File: src/sv/touch_slider_led_fade_controller_top_assert.svh
// Assertion macros for the touch slider LED fade controller.
`ifndef TOUCH_SLIDER_LED_FADE_CONTROLLER_TOP_ASSERT_SVH
`define TOUCH_SLIDER_LED_FADE_CONTROLLER_TOP_ASSERT_SVH

// Same-cycle implication, checked out of reset.
`define TSLF_ASSERT_NOW(label, clk, rstn, ante, cons, msg) \
    label: assert property (@(posedge clk) disable iff (!(rstn)) (ante) |-> (cons)) \
        else $error(msg);

// Next-cycle implication, checked out of reset.
`define TSLF_ASSERT_NEXT(label, clk, rstn, ante, cons, msg) \
    label: assert property (@(posedge clk) disable iff (!(rstn)) (ante) |=> (cons)) \
        else $error(msg);

`endif

File: src/sv/tslf_pkg.sv
`timescale 1ns / 1ps

package tslf_pkg;

    typedef struct packed {
        logic        scan_done;
        logic [15:0] scan_value;
    } in_item_t;

    typedef struct packed {
        logic [15:0] red_duty;
        logic [15:0] green_duty;
        logic [15:0] blue_duty;
        logic        led_enabled;
        logic [1:0]  touch_event;
    } out_item_t;

    typedef struct packed {
        logic [15:0] noise_floor;
        logic [15:0] side_threshold;
        logic [7:0]  debounce_ticks;
        logic [15:0] fade_step;
        logic [15:0] fade_ticks;
    } cfg_t;

    typedef struct packed {
        logic       direction_right;
        logic [1:0] touch_event;
    } touch_res_t;

    typedef struct packed {
        logic [15:0] red;
        logic [15:0] green;
        logic [15:0] blue;
    } duty_t;

    // register indexes
    localparam logic [2:0] REG_NOISE_FLOOR    = 3'd0;
    localparam logic [2:0] REG_SIDE_THRESHOLD = 3'd1;
    localparam logic [2:0] REG_DEBOUNCE_TICKS = 3'd2;
    localparam logic [2:0] REG_FADE_STEP      = 3'd3;
    localparam logic [2:0] REG_FADE_TICKS     = 3'd4;

    localparam logic [15:0] NOISE_FLOOR_RST    = 16'd40;
    localparam logic [15:0] SIDE_THRESHOLD_RST = 16'h002B;
    localparam logic [7:0]  DEBOUNCE_TICKS_RST = 8'd10;
    localparam logic [15:0] FADE_STEP_RST      = 16'd13;
    localparam logic [15:0] FADE_TICKS_RST     = 16'd5000;

    localparam logic [15:0] FULL_DUTY = 16'hFFFF;

    // touch event codes
    localparam logic [1:0] EV_NONE  = 2'd0;
    localparam logic [1:0] EV_LEFT  = 2'd1;
    localparam logic [1:0] EV_RIGHT = 2'd2;

endpackage

File: src/sv/tslf_touch.sv
`timescale 1ns / 1ps

module tslf_touch (
    input  logic                  aclk,
    input  logic                  aresetn,
    input  logic                  step,
    input  tslf_pkg::in_item_t    item,
    input  tslf_pkg::cfg_t        cfg,
    output tslf_pkg::touch_res_t  res
);

    localparam logic [2:0] TP_IDLE        = 3'd0;
    localparam logic [2:0] TP_DEB_PRESS   = 3'd1;
    localparam logic [2:0] TP_RIGHT       = 3'd2;
    localparam logic [2:0] TP_LEFT        = 3'd3;
    localparam logic [2:0] TP_DEB_RELEASE = 3'd4;

    logic [15:0] reading_reg, reading_next;
    logic [2:0]  phase_reg, phase_next;
    logic [7:0]  count_reg, count_next;
    logic        dir_reg, dir_next;
    logic [15:0] raw;
    logic [1:0]  event_code;
    logic        is_zero, is_right, deb_done;

    always_comb begin
        raw          = item.scan_done ? item.scan_value : reading_reg;
        reading_next = (raw < cfg.noise_floor) ? 16'd0 : raw;
        is_zero      = (reading_next == 16'd0);
        is_right     = (reading_next < cfg.side_threshold);
        deb_done     = (count_reg >= cfg.debounce_ticks);

        phase_next = phase_reg;
        count_next = count_reg;
        event_code = tslf_pkg::EV_NONE;
        case (phase_reg)
            TP_DEB_PRESS: begin
                if (deb_done) begin
                    phase_next = is_right ? TP_RIGHT : TP_LEFT;
                    count_next = 8'd2;
                end else begin
                    count_next = count_reg + 8'd1;
                end
            end
            TP_RIGHT: begin
                if (is_zero) begin
                    phase_next = TP_DEB_RELEASE;
                end else if (!is_right) begin
                    phase_next = TP_LEFT;
                end else begin
                    event_code = tslf_pkg::EV_RIGHT;
                end
            end
            TP_LEFT: begin
                if (is_zero) begin
                    phase_next = TP_DEB_RELEASE;
                end else if (is_right) begin
                    phase_next = TP_RIGHT;
                end else begin
                    event_code = tslf_pkg::EV_LEFT;
                end
            end
            TP_DEB_RELEASE: begin
                if (deb_done) begin
                    phase_next = TP_IDLE;
                    count_next = 8'd1;
                end else begin
                    count_next = count_reg + 8'd1;
                end
            end
            default: begin
                // a zero reading arms the press debounce
                phase_next = is_zero ? TP_DEB_PRESS : TP_IDLE;
                count_next = is_zero ? 8'd1 : 8'd0;
            end
        endcase

        if (event_code == tslf_pkg::EV_LEFT) begin
            dir_next = 1'b0;
        end else if (event_code == tslf_pkg::EV_RIGHT) begin
            dir_next = 1'b1;
        end else begin
            dir_next = dir_reg;
        end

        res.direction_right = dir_next;
        res.touch_event     = event_code;
    end

    always_ff @(posedge aclk) begin
        if (!aresetn) begin
            reading_reg <= '0;
            phase_reg   <= TP_IDLE;
            count_reg   <= '0;
            dir_reg     <= 1'b0;
        end else if (step) begin
            reading_reg <= reading_next;
            phase_reg   <= phase_next;
            count_reg   <= count_next;
            dir_reg     <= dir_next;
        end
    end

endmodule

File: src/sv/tslf_fade.sv
`timescale 1ns / 1ps

module tslf_fade (
    input  logic             aclk,
    input  logic             aresetn,
    input  logic             step,
    input  logic             enable,
    input  tslf_pkg::cfg_t   cfg,
    output tslf_pkg::duty_t  duty
);

    localparam logic [1:0] FP_START = 2'd0;
    localparam logic [1:0] FP_RED   = 2'd1;
    localparam logic [1:0] FP_GREEN = 2'd2;
    localparam logic [1:0] FP_BLUE  = 2'd3;

    logic [1:0]  phase_reg, phase_next;
    logic [15:0] count_reg, count_next;
    logic [15:0] red_reg, red_next;
    logic [15:0] green_reg, green_next;
    logic [15:0] blue_reg, blue_next;
    logic [1:0]  cur_phase, adv_phase;
    logic [15:0] red_base, count_inc;
    tslf_pkg::duty_t fade_out;

    always_comb begin
        // start phase loads full red and runs as the red phase this tick
        cur_phase  = (phase_reg == FP_START) ? FP_RED : phase_reg;
        red_base   = (phase_reg == FP_START) ? tslf_pkg::FULL_DUTY : red_reg;
        count_inc  = count_reg + 16'd1;
        red_next   = red_base;
        green_next = green_reg;
        blue_next  = blue_reg;
        fade_out   = '0;
        case (cur_phase)
            FP_RED: begin
                red_next       = red_base - cfg.fade_step;
                green_next     = green_reg + cfg.fade_step;
                fade_out.red   = red_next;
                fade_out.green = green_next;
                adv_phase      = FP_GREEN;
            end
            FP_GREEN: begin
                green_next     = green_reg - cfg.fade_step;
                blue_next      = blue_reg + cfg.fade_step;
                fade_out.green = green_next;
                fade_out.blue  = blue_next;
                adv_phase      = FP_BLUE;
            end
            default: begin
                blue_next     = blue_reg - cfg.fade_step;
                red_next      = red_base + cfg.fade_step;
                fade_out.red  = red_next;
                fade_out.blue = blue_next;
                adv_phase     = FP_RED;
            end
        endcase
        if (count_inc >= cfg.fade_ticks) begin
            phase_next = adv_phase;
            count_next = 16'd0;
        end else begin
            phase_next = cur_phase;
            count_next = count_inc;
        end
        duty = enable ? fade_out : '0;
    end

    always_ff @(posedge aclk) begin
        if (!aresetn) begin
            phase_reg <= FP_START;
            count_reg <= '0;
            red_reg   <= '0;
            green_reg <= '0;
            blue_reg  <= '0;
        end else if (step && enable) begin
            phase_reg <= phase_next;
            count_reg <= count_next;
            red_reg   <= red_next;
            green_reg <= green_next;
            blue_reg  <= blue_next;
        end
    end

endmodule

File: src/sv/touch_slider_led_fade_controller_top.sv
`timescale 1ns / 1ps
// Path: an input transaction is held in the input reg, then in the result reg; m_valid rises
// when the result reg is loaded. The touch and fade state update in one pass.
// Throughput: one transaction per cycle while m_ready does not stall the result register.
// A stalled result register holds the input stage, which then lowers s_ready.
// Reset (aresetn low, synchronous): empty pipeline, idle touch machine, LED off,
// fade at its start phase, all levels zero, configuration at defaults.
`include "touch_slider_led_fade_controller_top_assert.svh"

module touch_slider_led_fade_controller_top (
    input  logic                aclk,
    input  logic                aresetn,
    input  logic                s_valid,
    output logic                s_ready,
    input  tslf_pkg::in_item_t  s_payload,
    output logic                m_valid,
    input  logic                m_ready,
    output tslf_pkg::out_item_t m_payload,
    input  logic                cfg_valid,
    output logic                cfg_ready,
    input  logic [2:0]          cfg_index,
    input  logic [15:0]         cfg_data
);

    tslf_pkg::cfg_t      cfg_reg;
    tslf_pkg::in_item_t  in_data_reg;
    logic                in_valid_reg;
    tslf_pkg::out_item_t out_data_reg, out_data_next;
    logic                out_valid_reg;
    logic                advance;
    tslf_pkg::touch_res_t touch_res;
    tslf_pkg::duty_t     duty;

    assign cfg_ready = 1'b1;

    always_ff @(posedge aclk) begin
        if (!aresetn) begin
            cfg_reg.noise_floor    <= tslf_pkg::NOISE_FLOOR_RST;
            cfg_reg.side_threshold <= tslf_pkg::SIDE_THRESHOLD_RST;
            cfg_reg.debounce_ticks <= tslf_pkg::DEBOUNCE_TICKS_RST;
            cfg_reg.fade_step      <= tslf_pkg::FADE_STEP_RST;
            cfg_reg.fade_ticks     <= tslf_pkg::FADE_TICKS_RST;
        end else if (cfg_valid) begin
            case (cfg_index)
                tslf_pkg::REG_NOISE_FLOOR:    cfg_reg.noise_floor    <= cfg_data;
                tslf_pkg::REG_SIDE_THRESHOLD: cfg_reg.side_threshold <= cfg_data;
                tslf_pkg::REG_DEBOUNCE_TICKS: cfg_reg.debounce_ticks <= cfg_data[7:0];
                tslf_pkg::REG_FADE_STEP:      cfg_reg.fade_step      <= cfg_data;
                tslf_pkg::REG_FADE_TICKS:     cfg_reg.fade_ticks     <= cfg_data;
                default: ;
            endcase
        end
    end

    // the buffered transaction moves on when the result slot is free or draining
    assign advance = in_valid_reg && (!out_valid_reg || m_ready);
    assign s_ready = !in_valid_reg || advance;

    always_ff @(posedge aclk) begin
        if (!aresetn) begin
            in_valid_reg <= 1'b0;
        end else if (s_ready) begin
            in_valid_reg <= s_valid;
        end
    end

    always_ff @(posedge aclk) begin
        if (s_valid && s_ready) begin
            in_data_reg <= s_payload;
        end
    end

    tslf_touch u_touch (
        .aclk    (aclk),
        .aresetn (aresetn),
        .step    (advance),
        .item    (in_data_reg),
        .cfg     (cfg_reg),
        .res     (touch_res)
    );

    tslf_fade u_fade (
        .aclk    (aclk),
        .aresetn (aresetn),
        .step    (advance),
        .enable  (touch_res.direction_right),
        .cfg     (cfg_reg),
        .duty    (duty)
    );

    always_comb begin
        out_data_next.red_duty    = duty.red;
        out_data_next.green_duty  = duty.green;
        out_data_next.blue_duty   = duty.blue;
        out_data_next.led_enabled = touch_res.direction_right;
        out_data_next.touch_event = touch_res.touch_event;
    end

    always_ff @(posedge aclk) begin
        if (!aresetn) begin
            out_valid_reg <= 1'b0;
        end else if (!out_valid_reg || m_ready) begin
            out_valid_reg <= advance;
        end
    end

    always_ff @(posedge aclk) begin
        if (advance) begin
            out_data_reg <= out_data_next;
        end
    end

    assign m_valid   = out_valid_reg;
    assign m_payload = out_data_reg;

    `TSLF_ASSERT_NOW(a_off_duties_zero, aclk, aresetn,
        m_valid && !m_payload.led_enabled,
        m_payload.red_duty == 16'd0 && m_payload.green_duty == 16'd0
            && m_payload.blue_duty == 16'd0,
        "duty nonzero while LED is off")
    `TSLF_ASSERT_NOW(a_event_sets_dir, aclk, aresetn,
        m_valid && (m_payload.touch_event == tslf_pkg::EV_RIGHT
            || m_payload.touch_event == tslf_pkg::EV_LEFT),
        m_payload.led_enabled == (m_payload.touch_event == tslf_pkg::EV_RIGHT),
        "held side does not match LED enable")
    `TSLF_ASSERT_NEXT(a_stalled_item_kept, aclk, aresetn,
        in_valid_reg && !advance,
        in_valid_reg && $stable(in_data_reg),
        "buffered transaction lost while stalled")

endmodule
File: config.mk
export PLATFORM = sky130hd
export DESIGN_NAME = touch_slider_led_fade_controller_top
export DESIGN_NICKNAME = d
export VERILOG_FILES = /design/src/sv/tslf_pkg.sv /design/src/sv/tslf_touch.sv /design/src/sv/tslf_fade.sv /design/src/sv/touch_slider_led_fade_controller_top.sv
export VERILOG_INCLUDE_DIRS = /design/src /design/src/sv
export SDC_FILE = /design/constraint.sdc
export NUM_CORES = 1
export LEC_CHECK = 0
export BUFFER_PORTS_ARGS = -buffer_cell sky130_fd_sc_hd__clkbuf_2
export CORE_UTILIZATION = 56
export CTS_CLUSTER_SIZE = 16
export DETAILED_ROUTE_END_ITERATION = 7
export GPL_TIMING_DRIVEN = 0
export PLACE_DENSITY = 0.77
export SKIP_LAST_GASP = 1
export SLEW_MARGIN = 20
export SYNTH_ARGS = -nofsm -noshare
export SYNTH_HDL_FRONTEND = slang
export SYNTH_SLANG_ARGS = --single-unit
File: constraint.sdc
create_clock -name aclk -period 5.22 [get_ports aclk]
set_input_delay 0.261 -clock aclk [delete_from_list [all_inputs] [get_ports aclk]]
set_output_delay 0.261 -clock aclk [all_outputs]
set_load 0.02 [all_outputs]
==> impl_metrics.py <==
metrics = {
    "sta": {
        "fmax_ghz": 0.194,
        "final_hold_viol_count": 0,
        "maxSlewViolCount": 0,
        "min_period_ns": 5.14,
        "clock_skew_ns": 0.0143,
        "relSlewSlack_pct": 38.6,
        "finalSetupViolations": 0,
        "setup_ws_ns": 0.0771,
        "tightestPinTransition_ns": 0.922,
        "fin_crit_sh_pct": 98.5,
    },
    "clock_network": {
        "cts_buffers": 26,
        "cts_num_sinks": 236,
        "tritoncts": "done",
        "htreeDepth": 1,
        "clk_latency_ns": 0.56,
        "clockBufferDepth": 3,
        "clock_tree.root_cell": "clkbuf_16",
        "clkTransAtPathRegs_ns": 0.06,
    },
    "power_and_ir_drop": {
        "peakVddDrop_mv": 0.270,
        "power_density_nw_per_um2": 238,
        "p_leak_nw": 7.32,
    },
    "cells_and_area": {
        "largest_reg_flops": 72,
        "n_antenna_cell": 0,
        "nNetsFinal": 2218,
        "fin_cells": 2415,
        "fin_util_pct": 66.6,
        "drive_gt1_share_pct": 13.1,
        "finalInstanceArea_um2": 18100,
        "area_delta_synth_final_pct": 15.7,
    },
    "synthesis": {
        "synth_cells": 1860,
        "ys_seq_area_share_pct": 34.5,
        "avgSynthCellArea_um2": 8.41,
        "yosysWarnings": 0,
        "async_flop_share_pct": 0,
        "synth_area_um2": 15700,
        "synth_edf_count": 68,
        "synth_ff_type": "dfxtp_1",
        "ys_ff_latch": 236,
        "ys_types": 93,
        "syn_nets": 2055,
    },
    "drt": {
        "via_count": 14300,
        "ant_nets": 0,
        "drt-total-wl_um": 46200,
        "firstDrtPassIters": 6,
        "viasPerCell": 5.93,
        "drc_errors": 0,
        "drt_iter0_drc": 1352,
        "routedWlPerCell_um": 19.1,
    },
    "placement": {
        "dpl.hpwl_um": 33700,
        "dpl_cell_area_um2": 16600,
        "placed_cells": 2326,
        "pre_cts_ws_ns": -0.985,
        "gp_congestion": 1.01,
        "place.port_buffers": 93,
    },
    "status": {
        "status": "finished clean",
    },
    "floorplan": {
        "rows": 60,
        "initial_core_util_pct": 57.6,
        "die_w_um": 169,
        "io_pins": 95,
        "die_h_um": 169,
        "die-area_um2": 28600,
        "core_area_um2": 27200,
    },
    "global_route": {
        "overflow": 0,
        "antenna_found_initial": 0,
        "grt_usage_pct": 32.0,
        "grt_max_degree": 33,
        "grt_pass1_vias": 13700,
        "grt_pass1_wl_um": 71800,
    },
    "flow_run": {
        "maxCapViolCount": 0,
    },
    "setup_path": {
        "start_kind": "register",
        "crit_required_ns": 5.67,
        "end_kind": "register",
        "arrival_ns": 5.59,
        "path_class": "reg -> reg",
        "cp_max_fo": 10,
    },
    "min_path": {
        "worst_hold_path_type": "in -> reg",
    },
}
==> synth_stat cells, drive strengths merged, types with 26 or more instances <==
| cell | count | area, um2 |
|---|---|---|
| edfxtp | 68 | 2040 |
| xor2 | 31 | 272 |
| clkbuf | 86 | 323 |
| nor2 | 165 | 622 |
| inv | 113 | 424 |
| a21oi | 196 | 985 |
| xnor2 | 76 | 666 |
| nand3 | 41 | 218 |
| nand2 | 246 | 923 |
| a21o | 28 | 210 |
| dfxtp | 168 | 3360 |
| ha | 148 | 1850 |
| o21ai | 53 | 280 |
| a211oi | 28 | 223 |
| nand2b | 29 | 181 |
| nor3 | 26 | 130 |
==> report_power, final <==
part | internal (W) | switching, W | leakage, nW
logic | 0.000228 | 0.000351 | 4.87
clock network | 0.000969 | 0.000806 | 0.418
registers | 0.00193 | 0.0000304 | 2.03
==> worst max-delay path: stages, from the launching register on <==
cell	delay, ns
edfxtp_1	0.37
buf_6	0.15
buf_8	0.14
mux2_2	0.36
ha_1	0.29
and4_4	0.20
a221oi_2	0.22
o211a_1	0.25
nand2b_4	0.15
nand2_1	0.07
buf_6	0.15
and2_1	0.16
ha_1	0.31
a21o_1	0.17
a21o_1	0.17
a21oi_1	0.19
o221ai_2	0.13
a31oi_4	0.26
nand3_4	0.18
a221oi_4	0.36
buf_12	0.16
buf_2	0.23
a21oi_1	0.09
a211oi_1	0.26
==> what timing repair did <==
item,4_1_cts,5_1_grt
gates resized for setup,35,34
setup endpoints to repair,116,113
gates cloned,0,1
hold buffers,21,0
endpoints found under the hold margin,24,0
pin swaps,7,9
setup buffers,9,11
==> cell type report <==
class                           count  area, um2
Sequential cell                   236       5410
Inverter                          114        430
Multi-Input combinational cell   1402       9590
Tap cell                          372        465
Timing Repair Buffer              136        892
Clock inverter                     16        115
Clock buffer                       32        703
Buffer                            107        502
Fill cell                        2247       9070
==> path summary, 6_finish.rpt <==
path | startpoint | endpoint | slack, ns | cells past startpoint
worst max-delay path | in_data_reg[16] | u_fade.green_reg[7] | 0.08 | 23
worst min-delay path | cfg_data[11] | cfg_reg[67] | 0.04 | 3
worst max register to register | in_data_reg[16] | u_fade.green_reg[7] | 0.08 | 23
worst min register to register | cfg_reg[62] | cfg_reg[62] | 0.46 | 2
==> logic make-up after synthesis <==
logic type / count (synthesis) / share of synthesized area (%)
other: 1 / 0.0240
AO/OA/AOI/OAI: 481 / 20.7
multiplexers: 30 / 2.01
adder cells (fa/ha/maj): 154 / 12.6
buffers and inverters: 222 / 5.60
XOR/XNOR: 108 / 6.13
AND/OR/NAND/NOR: 628 / 18.3
flip-flops: 236 / 34.5
==> per-layer routing <==
metal / GRT usage, % / part of all wire [%]
met4: 17.5 / 6.0
met5: 0 / 0
met1: 40.2 / 41
met2: 53.6 / 46
met3: 3.75 / 7.5
==> layout by cell type, fill, tap and decap left out, types with 9 or more instances in the layout <==
cell / instances
nand2_1: 244
a21oi_1: 194
dfxtp_1: 168
nor2_1: 161
ha_1: 145
inv_1: 110
clkbuf_2: 97
clkbuf_1: 83
xnor2_1: 76
edfxtp_1: 68
nand3_1: 40
o21ai_0: 38
xor2_1: 31
a21o_1: 28
nand2b_1: 28
nor3_1: 26
clkbuf_16: 26
or2_2: 22
buf_4: 21
dlygate4sd3_1: 21
a211oi_1: 20
o211ai_1: 20
and2_1: 19
nor2b_1: 18
mux2i_1: 16
and3_1: 16
a22oi_1: 15
nand4_1: 13
mux2_2: 12
o2bb2ai_1: 11
clkinv_2: 11
o21a_1: 9
o21bai_1: 9
==> metrics by stage <==
step	total power (W)	setup TNS (ns)	hold slack [ns]
2_1_floorplan	0.00235	0	0.360
3_3_place_gp	0.00249	-62.60	0.437
3_5_place_dp	0.00250	-77.03	0.440
4_1_cts	0.00429	0	0.00182
5_1_grt	0.00445	-0.819	0.0285
6_report	0.00431	0	0.0363
(Power assumes the default switching activity.)
